File: config.mk
export PLATFORM = sky130hd
export DESIGN_NAME = wildcard_byte_pattern_scan
export DESIGN_NICKNAME = d
export VERILOG_FILES = /design/src/hdl/wbps_pkg.sv /design/src/hdl/wildcard_byte_pattern_scan.sv /design/src/hdl/wbps_match.sv
export SDC_FILE = /design/constraint.sdc
export NUM_CORES = 1
export LEC_CHECK = 0
export BUFFER_PORTS_ARGS = -buffer_cell sky130_fd_sc_hd__buf_2
export CAP_MARGIN = 20
export CORE_UTILIZATION = 40
export CTS_BUF_LIST = sky130_fd_sc_hd__clkbuf_8
export CTS_CLUSTER_DIAMETER = 150
export DETAILED_ROUTE_END_ITERATION = 8
export SKIP_LAST_GASP = 1
export SLEW_MARGIN = 30
export SYNTH_ARGS = -nofsm -noshare
export SYNTH_HDL_FRONTEND = slang
export SYNTH_SLANG_ARGS = --single-unit
File: constraint.sdc
create_clock -name clk -period 8.7 [get_ports clk]
set_input_delay 0.87 -clock clk [delete_from_list [all_inputs] [get_ports clk]]
set_output_delay 0.87 -clock clk [all_outputs]
set_load 0.01 [all_outputs]
File: src/hdl/wbps_pkg.sv
// Shared constants and types for the wildcard byte pattern scanner.
// Used by wbps_match and by the top level wildcard_byte_pattern_scan.
// No dependencies.
package wbps_pkg;

    localparam int DEF_MAX_PATTERN_BYTES = 16;
    localparam int DEF_COUNT_BITS        = 32;

    localparam int ADDR_BITS      = 64;
    localparam int PAT_WORD_BITS  = 64;
    localparam int MASK_BITS      = 16;
    localparam int LEN_BITS       = 5;
    localparam int CFG_INDEX_BITS = 3;
    localparam int CFG_DATA_BITS  = 64;

    typedef logic [7:0] byte_t;

    typedef enum logic [CFG_INDEX_BITS-1:0] {
        REG_PATTERN_LOW  = 3'd0,
        REG_PATTERN_HIGH = 3'd1,
        REG_WILDCARD     = 3'd2,
        REG_LENGTH       = 3'd3,
        REG_RANGE_START  = 3'd4
    } cfg_reg_t;

endpackage

File: src/hdl/wildcard_byte_pattern_scan.sv
// Wildcard byte pattern scanner: finds the first match of a masked byte pattern in a byte stream.
// The accepting edge loads the window stage; the result register is loaded from that stage
// when it can advance. Throughput: one byte per cycle unless out_stall holds a waiting result;
// the output register then still lets a byte enter the empty window stage.
// Reset clears the window, the byte count, the match flag and all valid bits, and loads the
// registers with their defaults: pattern zero, no wildcards, length 1, range start 0.
module wildcard_byte_pattern_scan
    import wbps_pkg::*;
#(
    parameter int MAX_PATTERN_BYTES = DEF_MAX_PATTERN_BYTES,
    parameter int COUNT_BITS        = DEF_COUNT_BITS
)
(
    input  logic                      clk,
    input  logic                      rst_n,

    input  logic                      cfg_write,
    input  logic [CFG_INDEX_BITS-1:0] cfg_index,
    input  logic [CFG_DATA_BITS-1:0]  cfg_data,

    input  logic                      in_valid,
    output logic                      in_stall,
    input  logic [7:0]                data_byte,
    input  logic                      last_byte,

    output logic                      out_valid,
    input  logic                      out_stall,
    output logic                      found,
    output logic [ADDR_BITS-1:0]      match_address
);

    // Configuration registers.
    logic [PAT_WORD_BITS-1:0] pattern_low_reg;
    logic [PAT_WORD_BITS-1:0] pattern_high_reg;
    logic [MASK_BITS-1:0]     wildcard_mask_reg;
    logic [LEN_BITS-1:0]      pattern_length_reg;
    logic [ADDR_BITS-1:0]     range_start_reg;

    // Running scan state.
    byte_t [MAX_PATTERN_BYTES-1:0] window_reg;
    byte_t [MAX_PATTERN_BYTES-1:0] window_next;
    logic  [COUNT_BITS-1:0]        count_reg;
    logic  [COUNT_BITS-1:0]        count_next;
    logic                          match_reported_reg;

    // Window stage: a snapshot of the state after the accepted byte.
    logic                          s1_valid_reg;
    logic                          s1_last_reg;
    byte_t [MAX_PATTERN_BYTES-1:0] s1_window_reg;
    logic  [COUNT_BITS-1:0]        s1_count_reg;

    // Result register.
    logic                          out_valid_reg;
    logic                          found_reg;
    logic  [ADDR_BITS-1:0]         address_reg;

    logic                          advance;
    logic                          accept;
    logic  [LEN_BITS-1:0]          used_length;
    logic                          window_hit;
    logic                          count_ok;
    logic                          report_hit;
    logic                          report_miss;
    logic  [COUNT_BITS-1:0]        offset;
    logic  [ADDR_BITS-1:0]         hit_address;
    logic  [2*PAT_WORD_BITS-1:0]   pattern_all;

    assign advance  = !out_valid_reg || !out_stall;
    assign in_stall = s1_valid_reg && !advance;
    assign accept   = in_valid && !in_stall;

    always_ff @(posedge clk or negedge rst_n)
    begin
        if (!rst_n)
        begin
            pattern_low_reg    <= '0;
            pattern_high_reg   <= '0;
            wildcard_mask_reg  <= '0;
            pattern_length_reg <= LEN_BITS'(1);
            range_start_reg    <= '0;
        end
        else if (cfg_write)
        begin
            case (cfg_reg_t'(cfg_index))
                REG_PATTERN_LOW:  pattern_low_reg    <= cfg_data;
                REG_PATTERN_HIGH: pattern_high_reg   <= cfg_data;
                REG_WILDCARD:     wildcard_mask_reg  <= cfg_data[MASK_BITS-1:0];
                REG_LENGTH:       pattern_length_reg <= cfg_data[LEN_BITS-1:0];
                REG_RANGE_START:  range_start_reg    <= cfg_data;
                default:          ;
            endcase
        end
    end

    // Entry 0 holds the newest byte; the count saturates.
    always_comb
    begin
        window_next[0] = data_byte;
        for (int k = 1; k < MAX_PATTERN_BYTES; k++)
        begin
            window_next[k] = window_reg[k-1];
        end
        count_next = (count_reg == '1) ? count_reg : count_reg + COUNT_BITS'(1);
    end

    always_ff @(posedge clk or negedge rst_n)
    begin
        if (!rst_n)
        begin
            window_reg   <= '0;
            count_reg    <= '0;
            s1_valid_reg <= 1'b0;
        end
        else
        begin
            if (accept)
            begin
                // The byte marked last closes the range; the next byte starts fresh.
                if (last_byte)
                begin
                    window_reg <= '0;
                    count_reg  <= '0;
                end
                else
                begin
                    window_reg <= window_next;
                    count_reg  <= count_next;
                end
            end
            if (!in_stall)
            begin
                s1_valid_reg <= in_valid;
            end
        end
    end

    always_ff @(posedge clk)
    begin
        if (accept)
        begin
            s1_last_reg   <= last_byte;
            s1_window_reg <= window_next;
            s1_count_reg  <= count_next;
        end
    end

    // Out-of-range lengths clamp to 1 .. MAX_PATTERN_BYTES.
    always_comb
    begin
        if (pattern_length_reg == '0)
        begin
            used_length = LEN_BITS'(1);
        end
        else if (pattern_length_reg > LEN_BITS'(MAX_PATTERN_BYTES))
        begin
            used_length = LEN_BITS'(MAX_PATTERN_BYTES);
        end
        else
        begin
            used_length = pattern_length_reg;
        end
    end

    assign pattern_all = {pattern_high_reg, pattern_low_reg};

    wbps_match #(
        .MAX_PATTERN_BYTES (MAX_PATTERN_BYTES)
    ) u_match (
        .window        (s1_window_reg),
        .pattern       (pattern_all[8*MAX_PATTERN_BYTES-1:0]),
        .wildcard_bits (wildcard_mask_reg[MAX_PATTERN_BYTES-1:0]),
        .length        (used_length),
        .hit           (window_hit)
    );

    assign count_ok    = s1_count_reg >= COUNT_BITS'(used_length);
    assign offset      = s1_count_reg - COUNT_BITS'(used_length);
    assign hit_address = range_start_reg + ADDR_BITS'(offset);
    assign report_hit  = !match_reported_reg && count_ok && window_hit;
    assign report_miss = !match_reported_reg && !report_hit && s1_last_reg;

    always_ff @(posedge clk or negedge rst_n)
    begin
        if (!rst_n)
        begin
            match_reported_reg <= 1'b0;
            out_valid_reg      <= 1'b0;
        end
        else if (advance)
        begin
            out_valid_reg <= s1_valid_reg && (report_hit || report_miss);
            if (s1_valid_reg)
            begin
                if (s1_last_reg)
                begin
                    match_reported_reg <= 1'b0;
                end
                else if (report_hit)
                begin
                    match_reported_reg <= 1'b1;
                end
            end
        end
    end

    always_ff @(posedge clk)
    begin
        if (advance)
        begin
            found_reg   <= report_hit;
            address_reg <= report_hit ? hit_address : '0;
        end
    end

    assign out_valid     = out_valid_reg;
    assign found         = found_reg;
    assign match_address = address_reg;

    // A not-found result always carries a zero address.
    assert property (@(posedge clk) disable iff (!rst_n)
        out_valid && !found |-> match_address == '0)
        else $error("not-found result with nonzero address");

    // Closing a range clears the running window state.
    assert property (@(posedge clk) disable iff (!rst_n)
        accept && last_byte |=> count_reg == '0 && window_reg == '0)
        else $error("range end did not clear the window");

    // A reported match blocks further results until the range ends.
    assert property (@(posedge clk) disable iff (!rst_n)
        s1_valid_reg && advance && report_hit && !s1_last_reg |=> match_reported_reg)
        else $error("match flag not set after a reported match");

    assert property (@(posedge clk) disable iff (!rst_n)
        s1_valid_reg && advance && s1_last_reg |=> !match_reported_reg)
        else $error("match flag not cleared at range end");

    // The input side is held back only when the window stage cannot drain.
    assert property (@(posedge clk) disable iff (!rst_n)
        in_stall |-> s1_valid_reg && out_valid_reg && out_stall)
        else $error("input stalled without back pressure");

endmodule

File: src/hdl/wbps_match.sv
// Window compare for the wildcard byte pattern scanner.
// Compares the newest window bytes with the pattern under the wildcard mask.
// Depends on wbps_pkg.
module wbps_match
    import wbps_pkg::*;
#(
    parameter int MAX_PATTERN_BYTES = DEF_MAX_PATTERN_BYTES
)
(
    input  byte_t [MAX_PATTERN_BYTES-1:0] window,
    input  byte_t [MAX_PATTERN_BYTES-1:0] pattern,
    input  logic  [MAX_PATTERN_BYTES-1:0] wildcard_bits,
    input  logic  [LEN_BITS-1:0]          length,
    output logic                          hit
);

    localparam int IDX_BITS = (MAX_PATTERN_BYTES > 1) ? $clog2(MAX_PATTERN_BYTES) : 1;

    // Pattern byte i lines up with the window byte that arrived length-1-i bytes ago.
    always_comb
    begin
        logic [LEN_BITS-1:0] pos;
        logic [IDX_BITS-1:0] idx;
        hit = 1'b1;
        for (int i = 0; i < MAX_PATTERN_BYTES; i++)
        begin
            pos = length - LEN_BITS'(i) - LEN_BITS'(1);
            idx = pos[IDX_BITS-1:0];
            if ((LEN_BITS'(i) < length) && !wildcard_bits[i] && (window[idx] != pattern[i]))
            begin
                hit = 1'b0;
            end
        end
    end

endmodule

---- Word-level counts from Yosys, hierarchy flattened ----
Index checks and enable logic that the tools add are counted.
operators by class
  add/subtract/negate cells ............... 33
  order comparisons ....................... 34
  equal/unequal tests ..................... 21
  muxes and demuxes ....................... 55
  reduce and logical (&&, ||, !) cells .... 72
operators with widths
  cell                                                                  number
  8-bit binary-select mux with 4-bit select                             16
  8-bit 2-to-1 mux                                                      16
  8-bit inequality test                                                 16
  120-bit 2-to-1 mux                                                    1
  4-bit by 5-bit < comparator with 1-bit output, second input constant  16
  64-bit by 32-bit adder with 64-bit output                             1
  32-bit 2-to-1 mux                                                     2
  4-bit by 1-bit subtractor with 4-bit output, second input constant    16
  4-bit by 5-bit < comparator with 1-bit output, first input constant   8
  1-bit logical AND                                                     39
  32-bit by 1-bit adder with 32-bit output, second input constant       1
  32-bit == test, second input constant                                 1
  32-bit by 5-bit greater-or-equal comparator with 1-bit output         1
  32-bit by 5-bit subtractor with 32-bit output                         1
  4-bit subtractor, second input constant                               8
  1-bit zero test                                                       22
  3-bit by 5-bit < comparator with 1-bit output, first input constant   4
  1-bit 2-to-1 mux                                                      18
  4-bit by 3-bit subtractor with 4-bit output, second input constant    4
  1-bit by 5-bit < comparator with 1-bit output, first input constant   2
  2-bit by 5-bit < comparator with 1-bit output, first input constant   2
  5-bit 2-to-1 mux                                                      2
  2-bit AND reduction                                                   5
  4-bit by 2-bit subtractor with 4-bit output, second input constant    2
  other kinds (9)                                                       11
storage, ports and cells
  flip-flop bits (word level) ............. 594
  bits of input ports ..................... 81
  output and inout port bits .............. 67
  logic and storage cells ................. 259

---- Logic depth before layout (Yosys ltp) ----
  depth in word-level cells ............... 30
  depth in mapped cells ................... 29
  mapped depth without buffers ............ 25

---- By module ----
A second synthesis with hierarchy kept.
unflattened totals
  cell total of the unflattened synthesis .. 3109
  area total of the unflattened synthesis .. 36480.0 um^2
by module, submodules not included
  module                      instances  cells an instance  area each (um^2)  seq. area each (um^2)
  wildcard_byte_pattern_scan  1          2031               25355.6           15996.6
  wbps_match                  1          1078               11124.4           0.0

---- Least setup slack after synthesis ----
OpenSTA, ideal clock, no wires.
  kind .................................... register to register
  start ................................... register pattern_length_reg[2]
  end ..................................... register address_reg[36] (netlist: match_address[36]), data pin
  library setup time ...................... 0.257 ns
  arrival ................................. 6.261 ns
  slack ................................... 2.182 ns
  cell stages (with the launch flop) ...... 27
  buffers on the path ..................... 5
  period minus slack after synthesis ...... 6.518 ns
  cell sequence ........................... dfrtp_1 -> or4_1 -> buf_2 -> nand2_4 -> buf_4 -> buf_2 -> ha_1 -> inv_1 -> fa_1 -> maj3_1 -> a21oi_1 -> o21ai_1 -> nand3b_1 -> nand2b_1 -> or4_1 -> nor2_1 -> xor2_1 -> ha_1 -> nor2b_1 -> o21a_1 -> o21ai_0 -> o21bai_1 -> a31oi_1 -> clkbuf_1 -> clkbuf_1 -> xnor2_1 -> nor2_1
between the ends
  word-level cells in the longest chain between the ends .. 25
ends and longest elaborated chain
  element                                                                                                          line                                text
  start: declaration                                                                                               wildcard_byte_pattern_scan.sv:36    logic [LEN_BITS-1:0] pattern_length_reg;
  start signal: assignment                                                                                         wildcard_byte_pattern_scan.sv:88    REG_LENGTH: pattern_length_reg <= cfg_data[LEN_BITS-1:0];
  5-bit > comparator                                                                                               wildcard_byte_pattern_scan.sv:154   else if (pattern_length_reg > LEN_BITS'(MAX_PATTERN_BYTES))
  5-bit 2-to-1 mux                                                                                                 wildcard_byte_pattern_scan.sv:154
  5-bit 2-to-1 mux *                                                                                               wildcard_byte_pattern_scan.sv:150   if (pattern_length_reg == '0)
  4-bit by 1-bit subtractor with 4-bit output                                                                      wbps_match.sv:27                    pos = length - LEN_BITS'(i) - LEN_BITS'(1);
  4-bit by 1-bit subtractor with 4-bit output / 8-bit binary-select mux with 4-bit select (equally long branches)  wbps_match.sv:27, wbps_match.sv:29
  8-bit binary-select mux with 4-bit select / 8-bit 2-to-1 mux (equally long branches)                             wbps_match.sv:29                    if ((LEN_BITS'(i) < length) && !wildcard_bits[i] && (window[idx] != pattern[i]))
  8-bit 2-to-1 mux (implied by the code) / 8-bit inequality test (equally long branches)                           wbps_match.sv:29
  8-bit inequality test / 1-bit logical AND (equally long branches)                                                wbps_match.sv:29
  1-bit logical AND / 1-bit 2-to-1 mux (equally long branches)                                                     wbps_match.sv:29
  1-bit 2-to-1 mux (15 in a row)                                                                                   wbps_match.sv:29
  1-bit logical AND                                                                                                wildcard_byte_pattern_scan.sv:179   assign report_hit = !match_reported_reg && count_ok && window_hit;
  end signal: assignment                                                                                           wildcard_byte_pattern_scan.sv:211   address_reg <= report_hit ? hit_address : '0;
  end: declaration                                                                                                 wildcard_byte_pattern_scan.sv:55    logic [ADDR_BITS-1:0] address_reg;
Mark *: on every way between the ends. The rest lies on a longest branch, timed or not. The select of a mux whose other input is x is not followed.
A chain may end at the register's enable or synchronous reset.

---- Worst setup path in the final report ----
  start ................................... register pattern_length_reg[4]
  end ..................................... register address_reg[58] (netlist: match_address[58]), data pin
The elaborated chain is that of the path after synthesis.

==> qor.json <==
{
  "run_status": {
    "status": "completed"
  },
  "timing": {
    "final_min_period_over_clock_period": 0.853,
    "rsz_0062_raised_after_global_routing": "no",
    "report.final.setup_viol": 0,
    "clock.fmax_mhz": 135,
    "fin_tns_setup_ns": 0,
    "drv_slew": 0,
    "clock_skew_ns": 0.0467,
    "post-route-min-period_ns": 7.42,
    "hold_violations": 0,
    "timing_worst_slew_pin_value_ns": 1.14,
    "relSlewSlack": 0.236
  },
  "power_and_ir_drop": {
    "power.share.combinational": 0.408,
    "total_power_mw": 10.9,
    "power_frac_clock": 0.260,
    "max_vdd_drop_mv": 0.117,
    "total_leakage_power_nw": 15.1,
    "p_switching_mw": 4.20,
    "pwr_density_cell_nw_per_um2": 289,
    "netSwitchingFraction": 0.384,
    "seq_power_share": 0.332,
    "intPower_mw": 6.73
  },
  "flow_run": {
    "cap_violations": 0
  },
  "synth": {
    "number_of_enable_type_register_cells_in_the_synthesized_netlist": 226,
    "postSynth.asyncResetShare": 0.620,
    "synth-main-ff-cell": "sky130_fd_sc_hd__dfrtp_1",
    "synthCells": 2939,
    "synth_seq_area_share": 0.477,
    "postSynthAreaPerCell_sq_um": 11.4,
    "warnings_synthesis": 0,
    "post_synth_instance_area_sq_um": 33500,
    "yosysUniqueCellTypes": 78,
    "mappedNetlistNets": 3064,
    "ys_ff_latch": 594
  },
  "worst_setup_path": {
    "start_kind": "register",
    "timing.reg2reg.worst_path_depth": 22,
    "worstReg2RegStart": "pattern_length_reg[4]",
    "worst-endpoint-arrival_ns": 7.98,
    "worstPathMaxFanout": 23,
    "criticalPathCategory": "register to register",
    "worst_ep_required_time_ns": 9.26,
    "worst_setup_path_end_kind": "register",
    "start_point_of_the_critical_path": "pattern_length_reg[4]"
  },
  "final_layout": {
    "seq_area_sq_um": 16000,
    "number_of_nets_in_the_layout": 3180,
    "utilization": 0.459,
    "syn_to_final_growth_pct": 13.0,
    "largest_register_ff_count": 128,
    "most_frequent_cells_in_the_layout": "376 x sky130_fd_sc_hd__nand2_1, 367 x sky130_fd_sc_hd__dfrtp_1, 226 x sky130_fd_sc_hd__edfxtp_1",
    "area_taken_by_multi_input_logic_gates_sq_um": 16800,
    "proportion_of_layout_cells_with_a_drive_suffix_above_1": 0.241,
    "leading_cell_type_in_the_layout_fill_and_taps_excluded": "sky130_fd_sc_hd__nand2_1",
    "fillers": 7605
  },
  "drt": {
    "route.final.wire_length_microns": 111000,
    "remaining_drc_errors": 0,
    "drt-initial-drc-count": 2501,
    "drt-pass1-iter-count": 6,
    "viasPerCell": 6.00,
    "drt-wirelength-per-cell_microns": 26.3,
    "antenna_left": 0,
    "num_vias": 25300
  },
  "grt": {
    "grt_pass1_wl_microns": 164000,
    "via_count_of_the_first_global_routing_pass": 24200,
    "global_route.usage.total": 0.259,
    "antenna_found_initial": 5,
    "grt_max_degree": 259,
    "overflow": 0
  },
  "die": {
    "start_util": 0.406,
    "rows": 105,
    "die_height_microns": 291,
    "core_region_area_sq_um": 82500,
    "top_level_ports": 148,
    "die_area_sq_um": 84900,
    "die_x_microns": 291
  },
  "cts": {
    "cts-htree-levels": 3,
    "post_cts_resize_count": 0,
    "cts_sinks": 594,
    "worstSkewPairLatency_ns": 0.74,
    "number_of_hold_buffers_added_after_cts": 0,
    "cts_setup_buffers": 0,
    "path_clk_slew_ns": 0.06,
    "cts_tree": "yes",
    "clock_path_buffers": 3,
    "clock-root-buffer": "sky130_fd_sc_hd__clkbuf_8",
    "cts_inserted_buffers": 103
  },
  "place": {
    "detailed_placer_s_ending_hpwl_microns": 82400,
    "gp_routability_congestion": 1.03,
    "port_buffers": 147
  },
  "worst_hold_path": {
    "hold_path_class": "input port to asynchronous set/reset pin"
  }
}
==> metrics by stage <==
stage	hold WS, ns	setup slack (ns)	area, sq um	instances
after floorplan	0.425	2.18	33500	2939
after global placement	0.430	1.36	35400	4009
after detailed placement	0.434	1.18	35400	4018
after CTS	0.163	1.16	37800	4212
after global routing	0.212	0.897	37800	4217
final	0.156	1.28	37800	4220
==> critical path, cell delays in order, from the launching register on <==
cell and delay, ns:
sky130_fd_sc_hd__dfrtp_1 0.37, sky130_fd_sc_hd__buf_4 0.21, sky130_fd_sc_hd__or4_1 0.98, sky130_fd_sc_hd__nand2_4 0.22, sky130_fd_sc_hd__ha_1 0.16, sky130_fd_sc_hd__inv_1 0.06
sky130_fd_sc_hd__fa_1 0.43, sky130_fd_sc_hd__maj3_1 0.37, sky130_fd_sc_hd__a21oi_1 0.24, sky130_fd_sc_hd__o21ai_1 0.27, sky130_fd_sc_hd__nand3b_1 0.34, sky130_fd_sc_hd__nand2b_1 0.26
sky130_fd_sc_hd__or4_1 0.57, sky130_fd_sc_hd__nor2_1 0.14, sky130_fd_sc_hd__xor2_1 0.09, sky130_fd_sc_hd__ha_1 0.42, sky130_fd_sc_hd__nor2b_1 0.17, sky130_fd_sc_hd__o21a_1 0.15
sky130_fd_sc_hd__o21ai_0 0.13, sky130_fd_sc_hd__o21bai_1 0.42, sky130_fd_sc_hd__a31oi_4 0.32, sky130_fd_sc_hd__or4b_2 0.73, sky130_fd_sc_hd__a21oi_1 0.16
==> synth_stat cells (all sizes together), types with 52 or more instances <==
| master | instances | share of area |
|---|---|---|
| edfxtp | 226 | 0.20 |
| mux2i | 52 | 0.016 |
| mux2 | 221 | 0.074 |
| xor2 | 100 | 0.026 |
| xnor2 | 101 | 0.026 |
| mux4 | 143 | 0.096 |
| a21oi | 106 | 0.016 |
| nor3 | 53 | 0.0081 |
| nand2 | 380 | 0.043 |
| clkbuf | 147 | 0.016 |
| o21ai | 195 | 0.029 |
| a211oi | 95 | 0.021 |
| nor2 | 148 | 0.017 |
| dfrtp | 367 | 0.27 |
==> power by group through the flow <==
| stage | Sequential (mW) | Clock (mW) | Combinational (mW) |
|---|---|---|---|
| after floorplan | 3.51 | 0 | 2.99 |
| after global placement | 3.65 | 0 | 4.28 |
| after detailed placement | 3.66 | 0 | 4.35 |
| after CTS | 3.61 | 2.91 | 4.37 |
| after global routing | 3.66 | 3.04 | 4.69 |
| final | 3.63 | 2.84 | 4.46 |
==> kinds of logic (layout without fill, tap and decap cells) <==
family,Yosys count,after routing,synth area share
simple gates,827,827,0.116
compound gates,629,629,0.124
flops,594,594,0.477
mux,416,416,0.186
buf+inv,227,432,0.0267
xor+xnor,201,201,0.0525
fa+ha+maj,45,45,0.0172
other cells,0,6,0
==> final timing paths <==
check	to	slack, ns
setup reg to reg	match_address[58]	1.28
hold / removal	window_next[13]	0.16
min in group clk	s1_window_reg[4]	0.35
setup / recovery	match_address[58]	1.28
max in group asynchronous	range_start_reg[38]	7.21
hold reg to reg	s1_window_reg[120]	0.45
==> final cells by class <==
class                           count  share of cell area
Antenna cell                        6            0.000397
Clock buffer                      128              0.0466
Clock inverter                     66              0.0153
Inverter                           35             0.00370
Multi-Input combinational cell   2118               0.444
Sequential cell                   594               0.423
Tap cell                         1070              0.0354
Timing Repair Buffer              203              0.0324
==> routing by layer <==
metal	vias up	track usage	part of all wire
li1	11300	-	-
met1	12800	0.374	0.45
met2	1089	0.384	0.44
met3	180	0.0532	0.081
met4	0	0.0911	0.035
met5	-	0	0
Note: power is estimated with default switching activity, not from simulation.
